[src/hdl/gsplit_pkg.sv]
// ----------------------------------------------------------------------------
// Greedy route splitter package
// Shared result kinds, register indexes and controller/datapath interface types.
// ----------------------------------------------------------------------------
package gsplit_pkg;

   localparam int ID_BITS     = 16;
   localparam int LOAD_BITS   = 16;
   localparam int COUNT_BITS  = 16;
   localparam int LEN_BITS    = 25;
   localparam int SUM_BITS    = 40;
   localparam int KIND_BITS   = 2;
   localparam int CSR_IDX_BITS = 2;

   localparam logic [CSR_IDX_BITS-1:0] REG_DEPOT_X    = 2'd0;
   localparam logic [CSR_IDX_BITS-1:0] REG_DEPOT_Y    = 2'd1;
   localparam logic [CSR_IDX_BITS-1:0] REG_CAPACITY   = 2'd2;
   localparam logic [CSR_IDX_BITS-1:0] REG_CLOSE_TIME = 2'd3;

   typedef enum logic [KIND_BITS-1:0] {
      KIND_ASSIGNED   = 2'd0,
      KIND_CLOSED     = 2'd1,
      KIND_INFEASIBLE = 2'd2,
      KIND_TOTALS     = 2'd3
   } kind_type;

   typedef enum logic [1:0] {
      DS_ORIGIN  = 2'd0,
      DS_BACK    = 2'd1,
      DS_CURRENT = 2'd2
   } dist_sel_type;

   typedef struct packed {
      logic         load_req;
      logic         dist_start;
      dist_sel_type dsel;
      logic         commit;
      logic         eval_back;
      logic         close;
      logic         close_back;
      logic         err_emit;
      logic         totals;
   } cmd_type;

   typedef struct packed {
      logic fit;
      logic error;
      logic members_zero;
      logic is_last;
      logic out_free;
      logic dist_done;
   } status_type;

endpackage

[src/hdl/greedy_route_splitter_time_windows.sv]
// ----------------------------------------------------------------------------
// Greedy route splitter with time windows
// Appends each customer request to the open vehicle route, starts a new one, or reports it infeasible.
// ----------------------------------------------------------------------------
// One request is handled at a time. Each distance comes from a shared
// square-root unit; a request needs two distances, and a third when the
// open route is closed and the customer is retried from the depot. A
// request that arrives after an infeasible customer needs no distance. The
// last request of a set adds a totals step, the route close being issued
// in a state that every request passes through anyway.
// Results are held in an output register, so a stalled response channel holds
// the block only when a further result is ready to be written.
module greedy_route_splitter_time_windows #(
   parameter int COORD_BITS = 12,
   parameter int TIME_BITS  = 16,
   parameter int FRAC_BITS  = 8
) (
   input  logic                                       clock,
   input  logic                                       reset,
   input  logic                                       csr_valid,
   output logic                                       csr_ready,
   input  logic [gsplit_pkg::CSR_IDX_BITS-1:0]        csr_index,
   input  logic [((TIME_BITS > 16) ? TIME_BITS : 16)-1:0] csr_data,
   input  logic                                       req_valid,
   output logic                                       req_ready,
   input  logic [gsplit_pkg::ID_BITS-1:0]             req_customer_id,
   input  logic [COORD_BITS-1:0]                      req_pos_x,
   input  logic [COORD_BITS-1:0]                      req_pos_y,
   input  logic [gsplit_pkg::LOAD_BITS-1:0]           req_demand,
   input  logic [TIME_BITS-1:0]                       req_ready_time,
   input  logic [TIME_BITS-1:0]                       req_due_time,
   input  logic [TIME_BITS-1:0]                       req_service_time,
   input  logic                                       req_is_last,
   output logic                                       rsp_valid,
   input  logic                                       rsp_ready,
   output logic [gsplit_pkg::KIND_BITS-1:0]           rsp_kind,
   output logic [gsplit_pkg::ID_BITS-1:0]             rsp_out_customer,
   output logic [gsplit_pkg::COUNT_BITS-1:0]          rsp_route_index,
   output logic [gsplit_pkg::LEN_BITS-1:0]            rsp_route_length,
   output logic [gsplit_pkg::COUNT_BITS-1:0]          rsp_total_routes,
   output logic [gsplit_pkg::SUM_BITS-1:0]            rsp_total_length,
   output logic                                       rsp_last_result
);
   import gsplit_pkg::*;

   cmd_type    cmd;
   status_type status;

   gsplit_ctrl u_ctrl (
      .clock     (clock),
      .reset     (reset),
      .req_valid (req_valid),
      .req_ready (req_ready),
      .status    (status),
      .cmd       (cmd)
   );

   gsplit_dp #(
      .COORD_BITS (COORD_BITS),
      .TIME_BITS  (TIME_BITS),
      .FRAC_BITS  (FRAC_BITS)
   ) u_dp (
      .clock            (clock),
      .reset            (reset),
      .csr_valid        (csr_valid),
      .csr_ready        (csr_ready),
      .csr_index        (csr_index),
      .csr_data         (csr_data),
      .req_customer_id  (req_customer_id),
      .req_pos_x        (req_pos_x),
      .req_pos_y        (req_pos_y),
      .req_demand       (req_demand),
      .req_ready_time   (req_ready_time),
      .req_due_time     (req_due_time),
      .req_service_time (req_service_time),
      .req_is_last      (req_is_last),
      .cmd              (cmd),
      .status           (status),
      .rsp_valid        (rsp_valid),
      .rsp_ready        (rsp_ready),
      .rsp_kind         (rsp_kind),
      .rsp_out_customer (rsp_out_customer),
      .rsp_route_index  (rsp_route_index),
      .rsp_route_length (rsp_route_length),
      .rsp_total_routes (rsp_total_routes),
      .rsp_total_length (rsp_total_length),
      .rsp_last_result  (rsp_last_result)
   );

endmodule

[src/hdl/gsplit_dist.sv]
// ----------------------------------------------------------------------------
// Distance unit
// Squares the coordinate differences, then extracts a fixed-point square root
// one digit per cycle.
// ----------------------------------------------------------------------------
module gsplit_dist #(
   parameter int COORD_BITS = 12,
   parameter int FRAC_BITS  = 8
) (
   input  logic                            clock,
   input  logic                            reset,
   input  logic                            start,
   input  logic [COORD_BITS-1:0]           ax,
   input  logic [COORD_BITS-1:0]           ay,
   input  logic [COORD_BITS-1:0]           bx,
   input  logic [COORD_BITS-1:0]           by,
   output logic                            done,
   output logic [COORD_BITS+FRAC_BITS:0]   leg_len
);
   localparam int RW = COORD_BITS + 1 + FRAC_BITS;
   localparam int CW = $clog2(RW + 1);
   localparam int SW = 2 * COORD_BITS + 1;

   logic [COORD_BITS-1:0] dx_in, dy_in, dx_ff, dy_ff;
   logic                  sq_ff, busy_ff, done_ff;
   logic [CW-1:0]         cnt_ff;
   logic [2*RW-1:0]       rad_ff;
   logic [RW+1:0]         rem_ff, rem_w, trial;
   logic [RW-1:0]         root_ff;
   logic [SW-1:0]         sum_sq;
   logic                  ge;

   always_comb begin
      dx_in  = (ax >= bx) ? (ax - bx) : (bx - ax);
      dy_in  = (ay >= by) ? (ay - by) : (by - ay);
      sum_sq = SW'(dx_ff) * SW'(dx_ff) + SW'(dy_ff) * SW'(dy_ff);
      rem_w  = {rem_ff[RW-1:0], rad_ff[2*RW-1 -: 2]};
      trial  = {root_ff, 2'b01};
      ge     = (rem_w >= trial);
   end

   always_ff @(posedge clock) begin
      if (reset) begin
         sq_ff   <= 1'b0;
         busy_ff <= 1'b0;
         done_ff <= 1'b0;
         cnt_ff  <= '0;
      end else begin
         done_ff <= 1'b0;
         if (start) begin
            dx_ff <= dx_in;
            dy_ff <= dy_in;
            sq_ff <= 1'b1;
         end else if (sq_ff) begin
            sq_ff   <= 1'b0;
            busy_ff <= 1'b1;
            cnt_ff  <= CW'(RW);
            rad_ff  <= (2*RW)'(sum_sq) << (2 * FRAC_BITS);
            rem_ff  <= '0;
            root_ff <= '0;
         end else if (busy_ff) begin
            rad_ff  <= rad_ff << 2;
            rem_ff  <= ge ? (rem_w - trial) : rem_w;
            root_ff <= {root_ff[RW-2:0], ge};
            cnt_ff  <= cnt_ff - 1'b1;
            if (cnt_ff == CW'(1)) begin
               busy_ff <= 1'b0;
               done_ff <= 1'b1;
            end
         end
      end
   end

   assign done    = done_ff;
   assign leg_len = root_ff;

endmodule

[src/hdl/gsplit_dp.sv]
// ----------------------------------------------------------------------------
// Route splitter datapath
// Holds registers, route state, distances, feasibility test and result register.
// ----------------------------------------------------------------------------
module gsplit_dp #(
   parameter int COORD_BITS = 12,
   parameter int TIME_BITS  = 16,
   parameter int FRAC_BITS  = 8
) (
   input  logic                                       clock,
   input  logic                                       reset,
   input  logic                                       csr_valid,
   output logic                                       csr_ready,
   input  logic [gsplit_pkg::CSR_IDX_BITS-1:0]        csr_index,
   input  logic [((TIME_BITS > 16) ? TIME_BITS : 16)-1:0] csr_data,
   input  logic [gsplit_pkg::ID_BITS-1:0]             req_customer_id,
   input  logic [COORD_BITS-1:0]                      req_pos_x,
   input  logic [COORD_BITS-1:0]                      req_pos_y,
   input  logic [gsplit_pkg::LOAD_BITS-1:0]           req_demand,
   input  logic [TIME_BITS-1:0]                       req_ready_time,
   input  logic [TIME_BITS-1:0]                       req_due_time,
   input  logic [TIME_BITS-1:0]                       req_service_time,
   input  logic                                       req_is_last,
   input  gsplit_pkg::cmd_type                        cmd,
   output gsplit_pkg::status_type                     status,
   output logic                                       rsp_valid,
   input  logic                                       rsp_ready,
   output logic [gsplit_pkg::KIND_BITS-1:0]           rsp_kind,
   output logic [gsplit_pkg::ID_BITS-1:0]             rsp_out_customer,
   output logic [gsplit_pkg::COUNT_BITS-1:0]          rsp_route_index,
   output logic [gsplit_pkg::LEN_BITS-1:0]            rsp_route_length,
   output logic [gsplit_pkg::COUNT_BITS-1:0]          rsp_total_routes,
   output logic [gsplit_pkg::SUM_BITS-1:0]            rsp_total_length,
   output logic                                       rsp_last_result
);
   import gsplit_pkg::*;

   localparam int RW = COORD_BITS + 1 + FRAC_BITS;
   localparam int TF = TIME_BITS + FRAC_BITS;
   localparam int M  = (TF + 1 > RW) ? TF + 1 : RW;
   localparam int WT = M + 2;
   localparam int LW = (WT > LEN_BITS + 1) ? WT : LEN_BITS + 1;

   logic [ID_BITS-1:0]    id_ff;
   logic [COORD_BITS-1:0] px_ff, py_ff, depx_ff, depy_ff, curx_ff, cury_ff;
   logic [LOAD_BITS-1:0]  demand_ff, cap_ff;
   logic [TIME_BITS-1:0]  ready_ff, due_ff, serv_ff, close_ff;
   logic                  last_ff, err_ff;
   logic [WT-1:0]         rtime_ff;
   logic [LOAD_BITS:0]    load_ff;
   logic [COUNT_BITS-1:0] members_ff, routes_ff;
   logic [SUM_BITS-1:0]   sum_ff;
   logic [RW-1:0]         da_ff, db_ff, dc_ff, leg_len;
   dist_sel_type          dsel_ff;
   logic                  dist_done;

   logic                  valid_ff, last_res_ff;
   kind_type              kind_ff;
   logic [ID_BITS-1:0]    ocust_ff;
   logic [COUNT_BITS-1:0] ridx_ff, troutes_ff;
   logic [LEN_BITS-1:0]   rlen_ff;
   logic [SUM_BITS-1:0]   tlen_ff;

   logic [COORD_BITS-1:0] ax, ay, bx, by;
   logic [WT-1:0]         d_sel, st_raw, ready_s, st, due_s, serv_s, close_s, newt;
   logic [LOAD_BITS:0]    load_new;
   logic                  fit;
   logic [LW-1:0]         len_ext;
   logic [LEN_BITS-1:0]   len25;
   logic [SUM_BITS:0]     sum_ext;
   logic [SUM_BITS-1:0]   sum_new;
   logic                  mem_zero;

   gsplit_dist #(.COORD_BITS(COORD_BITS), .FRAC_BITS(FRAC_BITS)) u_dist (
      .clock   (clock),
      .reset   (reset),
      .start   (cmd.dist_start),
      .ax      (ax),
      .ay      (ay),
      .bx      (bx),
      .by      (by),
      .done    (dist_done),
      .leg_len (leg_len)
   );

   always_comb begin
      mem_zero = (members_ff == '0);
      unique case (cmd.dsel)
         DS_ORIGIN: begin
            ax = mem_zero ? depx_ff : curx_ff;
            ay = mem_zero ? depy_ff : cury_ff;
            bx = px_ff;
            by = py_ff;
         end
         DS_BACK: begin
            ax = px_ff;
            ay = py_ff;
            bx = depx_ff;
            by = depy_ff;
         end
         default: begin
            ax = curx_ff;
            ay = cury_ff;
            bx = depx_ff;
            by = depy_ff;
         end
      endcase

      d_sel    = cmd.eval_back ? WT'(db_ff) : WT'(da_ff);
      st_raw   = rtime_ff + d_sel;
      ready_s  = WT'({ready_ff, {FRAC_BITS{1'b0}}});
      due_s    = WT'({due_ff, {FRAC_BITS{1'b0}}});
      serv_s   = WT'({serv_ff, {FRAC_BITS{1'b0}}});
      close_s  = WT'({close_ff, {FRAC_BITS{1'b0}}});
      st       = (st_raw < ready_s) ? ready_s : st_raw;
      newt     = st + serv_s;
      load_new = load_ff + (LOAD_BITS+1)'(demand_ff);
      fit      = (st < due_s) && (load_new <= (LOAD_BITS+1)'(cap_ff))
                 && ((newt + WT'(db_ff)) < close_s);

      len_ext  = LW'(rtime_ff) + LW'(cmd.close_back ? db_ff : dc_ff);
      len25    = (len_ext > LW'({LEN_BITS{1'b1}})) ? {LEN_BITS{1'b1}}
                                                   : len_ext[LEN_BITS-1:0];
      sum_ext  = {1'b0, sum_ff} + (SUM_BITS+1)'(len25);
      sum_new  = sum_ext[SUM_BITS] ? {SUM_BITS{1'b1}} : sum_ext[SUM_BITS-1:0];
   end

   always_ff @(posedge clock) begin
      if (reset) begin
         depx_ff    <= '0;
         depy_ff    <= '0;
         cap_ff     <= '0;
         close_ff   <= '0;
         curx_ff    <= '0;
         cury_ff    <= '0;
         rtime_ff   <= '0;
         load_ff    <= '0;
         members_ff <= '0;
         routes_ff  <= '0;
         sum_ff     <= '0;
         err_ff     <= 1'b0;
         valid_ff   <= 1'b0;
      end else begin
         if (csr_valid) begin
            unique case (csr_index)
               REG_DEPOT_X:    depx_ff  <= csr_data[COORD_BITS-1:0];
               REG_DEPOT_Y:    depy_ff  <= csr_data[COORD_BITS-1:0];
               REG_CAPACITY:   cap_ff   <= csr_data[LOAD_BITS-1:0];
               REG_CLOSE_TIME: close_ff <= csr_data[TIME_BITS-1:0];
               default: ;
            endcase
         end

         if (cmd.load_req) begin
            id_ff     <= req_customer_id;
            px_ff     <= req_pos_x;
            py_ff     <= req_pos_y;
            demand_ff <= req_demand;
            ready_ff  <= req_ready_time;
            due_ff    <= req_due_time;
            serv_ff   <= req_service_time;
            last_ff   <= req_is_last;
         end

         if (cmd.dist_start) begin
            dsel_ff <= cmd.dsel;
         end
         if (dist_done) begin
            unique case (dsel_ff)
               DS_ORIGIN: da_ff <= leg_len;
               DS_BACK:   db_ff <= leg_len;
               default:   dc_ff <= leg_len;
            endcase
         end

         if (rsp_ready) begin
            valid_ff <= 1'b0;
         end

         if (cmd.commit) begin
            valid_ff    <= 1'b1;
            ocust_ff    <= id_ff;
            ridx_ff     <= routes_ff;
            rlen_ff     <= '0;
            troutes_ff  <= '0;
            tlen_ff     <= '0;
            last_res_ff <= !last_ff;
            if (fit) begin
               kind_ff  <= KIND_ASSIGNED;
               rtime_ff <= newt;
               load_ff  <= load_new;
               curx_ff  <= px_ff;
               cury_ff  <= py_ff;
               if (members_ff != {COUNT_BITS{1'b1}}) begin
                  members_ff <= members_ff + 1'b1;
               end
            end else begin
               kind_ff <= KIND_INFEASIBLE;
               err_ff  <= 1'b1;
            end
         end

         if (cmd.err_emit) begin
            valid_ff    <= 1'b1;
            kind_ff     <= KIND_INFEASIBLE;
            ocust_ff    <= id_ff;
            ridx_ff     <= routes_ff;
            rlen_ff     <= '0;
            troutes_ff  <= '0;
            tlen_ff     <= '0;
            last_res_ff <= !last_ff;
         end

         if (cmd.close) begin
            valid_ff    <= 1'b1;
            kind_ff     <= KIND_CLOSED;
            ocust_ff    <= '0;
            ridx_ff     <= routes_ff;
            rlen_ff     <= len25;
            troutes_ff  <= '0;
            tlen_ff     <= '0;
            last_res_ff <= 1'b0;
            if (routes_ff != {COUNT_BITS{1'b1}}) begin
               routes_ff <= routes_ff + 1'b1;
            end
            sum_ff     <= sum_new;
            rtime_ff   <= '0;
            load_ff    <= '0;
            members_ff <= '0;
            curx_ff    <= depx_ff;
            cury_ff    <= depy_ff;
         end

         if (cmd.totals) begin
            valid_ff    <= 1'b1;
            kind_ff     <= KIND_TOTALS;
            ocust_ff    <= '0;
            ridx_ff     <= '0;
            rlen_ff     <= '0;
            troutes_ff  <= err_ff ? {COUNT_BITS{1'b1}} : routes_ff;
            tlen_ff     <= sum_ff;
            last_res_ff <= 1'b1;
            curx_ff     <= depx_ff;
            cury_ff     <= depy_ff;
            rtime_ff    <= '0;
            load_ff     <= '0;
            members_ff  <= '0;
            routes_ff   <= '0;
            sum_ff      <= '0;
            err_ff      <= 1'b0;
         end
      end
   end

   assign csr_ready = 1'b1;

   assign status.fit          = fit;
   assign status.error        = err_ff;
   assign status.members_zero = mem_zero;
   assign status.is_last      = last_ff;
   assign status.out_free     = !valid_ff || rsp_ready;
   assign status.dist_done    = dist_done;

   assign rsp_valid        = valid_ff;
   assign rsp_kind         = kind_ff;
   assign rsp_out_customer = ocust_ff;
   assign rsp_route_index  = ridx_ff;
   assign rsp_route_length = rlen_ff;
   assign rsp_total_routes = troutes_ff;
   assign rsp_total_length = tlen_ff;
   assign rsp_last_result  = last_res_ff;

endmodule

[src/hdl/gsplit_ctrl.sv]
// ----------------------------------------------------------------------------
// Route splitter controller
// Sequences distance computations, the feasibility decision and the results.
// ----------------------------------------------------------------------------
module gsplit_ctrl (
   input  logic                   clock,
   input  logic                   reset,
   input  logic                   req_valid,
   output logic                   req_ready,
   input  gsplit_pkg::status_type status,
   output gsplit_pkg::cmd_type    cmd
);
   import gsplit_pkg::*;

   typedef enum logic [3:0] {
      S_IDLE, S_DISPATCH, S_WAIT_A, S_WAIT_B, S_EVAL, S_WAIT_C,
      S_CLOSE, S_RETRY, S_ERR, S_LAST, S_TOTAL
   } state_type;

   state_type state_ff, state_in;

   always_comb begin
      state_in  = state_ff;
      req_ready = 1'b0;
      cmd       = '0;
      cmd.dsel  = DS_ORIGIN;
      unique case (state_ff)
         S_IDLE: begin
            req_ready = 1'b1;
            if (req_valid) begin
               cmd.load_req = 1'b1;
               state_in     = S_DISPATCH;
            end
         end
         S_DISPATCH: begin
            if (status.error) begin
               state_in = S_ERR;
            end else begin
               cmd.dist_start = 1'b1;
               cmd.dsel       = DS_ORIGIN;
               state_in       = S_WAIT_A;
            end
         end
         S_WAIT_A: begin
            if (status.dist_done) begin
               cmd.dist_start = 1'b1;
               cmd.dsel       = DS_BACK;
               state_in       = S_WAIT_B;
            end
         end
         S_WAIT_B: begin
            if (status.dist_done) begin
               state_in = S_EVAL;
            end
         end
         S_EVAL: begin
            if (status.fit || status.members_zero) begin
               if (status.out_free) begin
                  cmd.commit = 1'b1;
                  state_in   = S_LAST;
               end
            end else begin
               cmd.dist_start = 1'b1;
               cmd.dsel       = DS_CURRENT;
               state_in       = S_WAIT_C;
            end
         end
         S_WAIT_C: begin
            if (status.dist_done) begin
               state_in = S_CLOSE;
            end
         end
         S_CLOSE: begin
            if (status.out_free) begin
               cmd.close = 1'b1;
               state_in  = S_RETRY;
            end
         end
         S_RETRY: begin
            if (status.out_free) begin
               cmd.commit    = 1'b1;
               cmd.eval_back = 1'b1;
               state_in      = S_LAST;
            end
         end
         S_ERR: begin
            if (status.out_free) begin
               cmd.err_emit = 1'b1;
               state_in     = S_LAST;
            end
         end
         S_LAST: begin
            if (!status.is_last) begin
               state_in = S_IDLE;
            end else if (!status.error && !status.members_zero) begin
               if (status.out_free) begin
                  cmd.close      = 1'b1;
                  cmd.close_back = 1'b1;
                  state_in       = S_TOTAL;
               end
            end else begin
               state_in = S_TOTAL;
            end
         end
         S_TOTAL: begin
            if (status.out_free) begin
               cmd.totals = 1'b1;
               state_in   = S_IDLE;
            end
         end
         default: state_in = S_IDLE;
      endcase
   end

   always_ff @(posedge clock) begin
      if (reset) begin
         state_ff <= S_IDLE;
      end else begin
         state_ff <= state_in;
      end
   end

endmodule
[config.mk]
export PLATFORM = sky130hd
export DESIGN_NAME = greedy_route_splitter_time_windows
export DESIGN_NICKNAME = d
export VERILOG_FILES = /design/src/hdl/gsplit_pkg.sv /design/src/hdl/greedy_route_splitter_time_windows.sv /design/src/hdl/gsplit_dist.sv /design/src/hdl/gsplit_dp.sv /design/src/hdl/gsplit_ctrl.sv
export SDC_FILE = /design/constraint.sdc
export NUM_CORES = 2
export LEC_CHECK = 0
export ABC_AREA = 1
export BUFFER_PORTS_ARGS = -buffer_cell sky130_fd_sc_hd__clkbuf_2
export CAP_MARGIN = 30
export CORE_AREA = 2 2 293 295
export DETAILED_ROUTE_END_ITERATION = 8
export DIE_AREA = 0 0 295 297
export PLACE_DENSITY = 0.69
export SYNTH_ARGS = -nofsm -noshare
export SYNTH_HDL_FRONTEND = slang
export SYNTH_HIERARCHICAL = 1
export SYNTH_SLANG_ARGS = --single-unit
[constraint.sdc]
create_clock -name clock -period 33.6 [get_ports clock]
set_input_delay 0 -clock clock [delete_from_list [all_inputs] [get_ports clock]]
set_output_delay 0 -clock clock [all_outputs]
set_load 0.02 [all_outputs]
== Word level (Yosys, flattened, before mapping) ==
Index checks and enable logic that the tools add are counted.
Cells by class
  add/sub/neg operators: 15
  multipliers: 2
  divide/modulo/power cells: 0
  order comparisons: 8
  eq/ne operators: 25
  shift operators: 0
  mux-type cells: 93
  bitwise gates (word level): 5
  reduce and logical (&&, ||, !) cells: 43
Operators by type and width (number)
  two-way mux 40 bit: 5
  two-way mux 12 bit: 14
  two-way mux 16 bit: 10
  two-way mux 21 bit: 5
  two-way mux 25 bit: 4
  < comparator 27 x 24 -> 1 bit: 3
  adder 27 bit: 2
  multiplier 12 x 12 -> 24 bit: 2
  two-way mux 4 bit: 12
  one-hot mux 12 bit (2 select lines): 2
  subtractor 12 bit: 4
  two-way mux 42 bit: 1
  adder 40 x 25 -> 41 bit: 1
  two-way mux 41 bit: 1
  one-hot mux 4 bit (10 select lines): 1
  adder 16 x 1 -> 16 bit, second input constant: 2
  != test 16 bit, second input constant: 2
  adder 27 x 21 -> 27 bit: 1
  adder 27 x 24 -> 27 bit: 1
  > comparator 27 x 25 -> 1 bit, second input constant: 1
  two-way mux 27 bit: 1
  adder 24 x 24 -> 25 bit: 1
  greater-or-equal comparator 12 bit: 2
  AND reduction 2 bit: 12
  37 further kinds: 101
Storage, ports and cells
  register bits: 602
  latch bits: 0
  memory bits (writable): 0
  memory bits (read-only): 0
  bits of input ports: 128
  output and inout bits: 119
  memories: 0

== Depth between registers and ports, before layout ==
  depth after elaboration: 19
  mapped depth: 80

== By module ==
The synthesis kept the hierarchy.
By module, submodules not included
  gsplit_dp: instances 1, cells each 3081, area each 26580.5 µm², seq. area each 12552.0 µm²
  gsplit_dist: instances 1, cells each 2124, area each 16585.9 µm², seq. area each 2922.8 µm²
  gsplit_ctrl: instances 1, cells each 100, area each 538.0 µm², seq. area each 80.1 µm²

== Least setup slack after synthesis ==
No wires, ideal clock.
  path kind: reg-to-reg
  from: register u_dp.valid_ff (netlist: u_dp/rsp_valid)
  to: register u_dp.kind_ff[0] (netlist: u_dp/rsp_kind[0]), enable pin
  setup time: 0.629 ns
  data arrival time: 14.541 ns
  required time: 32.971 ns
  setup slack: 18.430 ns
  stages on the path, launching flop included: 60
  path through: dfxtp_1 > nand2_1 > inv_2 > nor2_1 > buf_1 > mux2_2 > ha_1 > nand2_1 > nand2_1 > nand2_1 > nand2_1 > nand2_1 > nand3_1 > a21oi_1 > o21ai_0 > a31oi_1 > o311a_1 > xnor2_1 > [24 not listed] > inv_1 > ha_1 > nor2_1 > o21ai_0 > nor3_1 > nand3_1 > nor2_1 > nand2_1 > a21oi_1 > buf_2 > buf_4 > inv_1 > nand2_1 > nand3_1 > a21oi_1 > clkbuf_2 > nor2_1 > a21oi_1
RTL lines
  start: declaration: line gsplit_dp.sv:57  | logic valid_ff, last_res_ff;
  start signal: assignment: line gsplit_dp.sv:142  | valid_ff <= 1'b0;
  start signal: assignment: line gsplit_dp.sv:177  | valid_ff <= 1'b0;
  start signal: assignment: line gsplit_dp.sv:181  | valid_ff <= 1'b1;
  end signal: assignment: line gsplit_dp.sv:189  | kind_ff <= KIND_ASSIGNED;
  end signal: assignment: line gsplit_dp.sv:198  | kind_ff <= KIND_INFEASIBLE;
  end signal: assignment: line gsplit_dp.sv:205  | kind_ff <= KIND_INFEASIBLE;
  end: declaration: line gsplit_dp.sv:58  | kind_type kind_ff;

==> results.yml <==
status:
  status: "finished clean"
clock_tree:
  root_buffer: "clkbuf_16"
  cts_made_buffers: 67
  htreeDepth: 3
  cts_sinks: 588
  clk_pin_slew_ps: 60
  cts_resized: 0
  clkLatencyLatePin_ps: 620
  cts_tree: "done"
  clock_tree.buffer_depth: 3
critical_path:
  end_kind: "register"
  worstPathRequired_ps: 33960
  slowest_delay_ps: 610
  cpMostUsedCell: "nand2_1"
  cp-start-kind: "register"
  worstPathArrival_ps: 13870
  path_class: "register to register"
  slowest_stage: "clkinv_1"
  worst-path-max-fanout: 36
synthesis:
  synth_edf_count: 378
  avgSynthCellArea_sq_um: 8.24
  yosys_register_bits: 588
  yosys_warnings: 6
  synthFlopType: "edfxtp_1"
  ys_seq_area_share_pct: 35.6
  netlist_area_sq_um: 43700
  syn_inst: 5305
  synth_cell_type_count: 68
  syn_nets: 6010
  async_flop_share_pct: 0
placement:
  place_area_sq_um: 45900
  place_ws_ps: 20310
  place_hpwl_microns: 88900
  place_congestion: 0.920
  portBuffers: 245
drt:
  wl_microns: 118000
  ant_nets: 0
  via_per_inst: 5.26
  first_pass_iters: 7
  dr_total_vias: 35800
  drc: 0
  post_drt_wl_per_cell_microns: 17.3
  drt_iter0_drc: 2694
sta:
  hold_violations: 0
  max_slew_margin_pct: 32.1
  final.setup.tns_ps: 0
  holdWs_ps: 37.2
  final.setup_skew_ps: 26.2
  fin_crit_sh_pct: 40.2
  setup_viol: 0
  grt_setup_unrepaired: "false"
  max_freq_mhz: 74.0
  tightest_slew_ps: 1020
  setup_ws_ps: 20090
  min_period_ps: 13510
  drv_slew: 0
finish:
  seqCellArea_sq_um: 15600
  nets: 6306
  multi_input_area_sq_um: 23700
  num-fill-cells: 7522
  area_delta_synth_final_pct: 13.2
  final_cell_area_sq_um: 49500
  drive_above_1_share_pct: 9.87
global_routing:
  grt_pass1_vias: 35300
  antenna_found_initial: 22
  overflow: 0
  grt_max_degree: 80
  grt_use_total_pct: 26.9
  grt_pass1_wl_microns: 187000
floorplan:
  die_height_microns: 297
  die_w_microns: 295
  start_util_pct: 51.7
  ios: 247
  core_area_sq_um: 84500
  placementRows: 107
  die-area_sq_um: 87600
worst_hold_path:
  hp-class: "input pin to register"
flow_run:
  drv_cap: 0
-- path summary, 6_finish.rpt --
| kind | from | end | slack [ps] | cells after the start |
|---|---|---|---|---|
| worst max-delay path | u_ctrl/state_ff[1]$_SDFFE_PP0P_ | u_dp/u_dist/dy_ff[2]$_DFFE_PP_ | 20090 | 66 |
| worst min-delay path | reset | u_dp/cury_ff[5]$_SDFFE_PP0P_ | 40 | 3 |
| worst max register to register | u_ctrl/state_ff[1]$_SDFFE_PP0P_ | u_dp/u_dist/dy_ff[2]$_DFFE_PP_ | 20090 | 66 |
| worst min register to register | u_dp/close_ff[2]$_SDFFE_PP0P_ | u_dp/close_ff[2]$_SDFFE_PP0P_ | 460 | 2 |
-- per-layer routing --
layer / GRT usage, % / wire length (microns)
met1: 37.1 / 52200
met2: 43.6 / 54500
met3: 4.57 / 8190
met4: 7.46 / 2760
met5: 0 / 130
-- cell usage after synthesis (13+ instances only) --
cell type     n  area, sq um
nand2_1    1154         4330
inv_1       982         3690
a21oi_1     413         2070
edfxtp_1    378        11400
ha_1        364         4550
nor2_1      313         1170
o21ai_0     297         1490
fa_1        213         4260
dfxtp_1     210         4200
nand3_1     168          841
xor2_1      140         1230
clkbuf_1    112          420
xnor2_1      53          464
nand4_1      52          325
nor3_1       51          255
o21bai_1     41          308
mux2_2       40          450
nand2_2      29          181
nor2_2       26          163
o221ai_1     18          158
buf_2        16         80.1
buf_1        15         56.3
nand3b_1     15          113
inv_2        14         52.6
o21ai_1      14         70.1
a21oi_2      13          114
nor4_1       13         81.3
-- sequential cells by signal (all words and copies together), names as in the netlist, 25 cells and up --
register / cells
u_dp/rsp_route_length: 25
u_dp/rsp_total_length: 40
u_dp/rtime_ff: 27
u_dp/sum_ff: 40
u_dp/u_dist/rad_ff: 26
-- worst max-delay path: cells and delay by family, from the launching register on --
kind | cells | cell delay, ps
AOI/OAI and AO/OA | 20 | 4310
and+or+nand+nor | 24 | 3260
buffers and inverters | 12 | 2270
adders and majority gates | 6 | 1870
xor gates and xnor gates | 3 | 580
DFF | 1 | 520
muxes | 1 | 380
-- cell type report --
class                   instances  area share (%)
clock buffers                  87            3.82
repair buffers                399            5.54
flip-flops and latches        588            31.4
well taps                    1144            2.89
inverters                    1002            7.61
diodes                          8          0.0405
clock inverters                36           0.847
multi-input cells            3543            47.8
-- per-stage QoR --
step,utilization (%),cells
6_report,58.6,6807
4_1_cts,58.6,6798
5_1_grt,58.6,6806
2_1_floorplan,-,5305
3_3_place_gp,54.3,6550
3_5_place_dp,54.4,6553
-- what timing repair did --
action | in CTS | in global routing
endpoints found under the hold margin | 163 | 0
hold buffers | 122 | 0
setup buffers | 0 | 0
-- cell families after synthesis --
logic type | Yosys count | share of synthesized area, %
compound gates | 875 | 11.1
xor+xnor | 193 | 3.87
fa+ha+maj | 577 | 20.2
buf+inv | 1174 | 10.4
flops | 588 | 35.6
mux | 41 | 1.05
other cells | 1 | 0.00858
simple gates | 1856 | 17.8
-- layout by cell type (no fill, tap or decap), types with 41 or more instances in the layout --
| cell type | instances |
|---|---|
| nand2_1 | 1154 |
| inv_1 | 981 |
| a21oi_1 | 412 |
| edfxtp_1 | 378 |
| ha_1 | 364 |
| nor2_1 | 303 |
| o21ai_0 | 297 |
| clkbuf_2 | 246 |
| fa_1 | 213 |
| dfxtp_1 | 209 |
| nand3_1 | 168 |
| xor2_1 | 140 |
| dlygate4sd3_1 | 122 |
| clkbuf_16 | 71 |
| xnor2_1 | 53 |
| nand4_1 | 52 |
| nor3_1 | 49 |
| o21bai_1 | 41 |
Power is not shown: default switching activity piles up to over one toggle a cycle in this logic, so the estimate is an artifact.
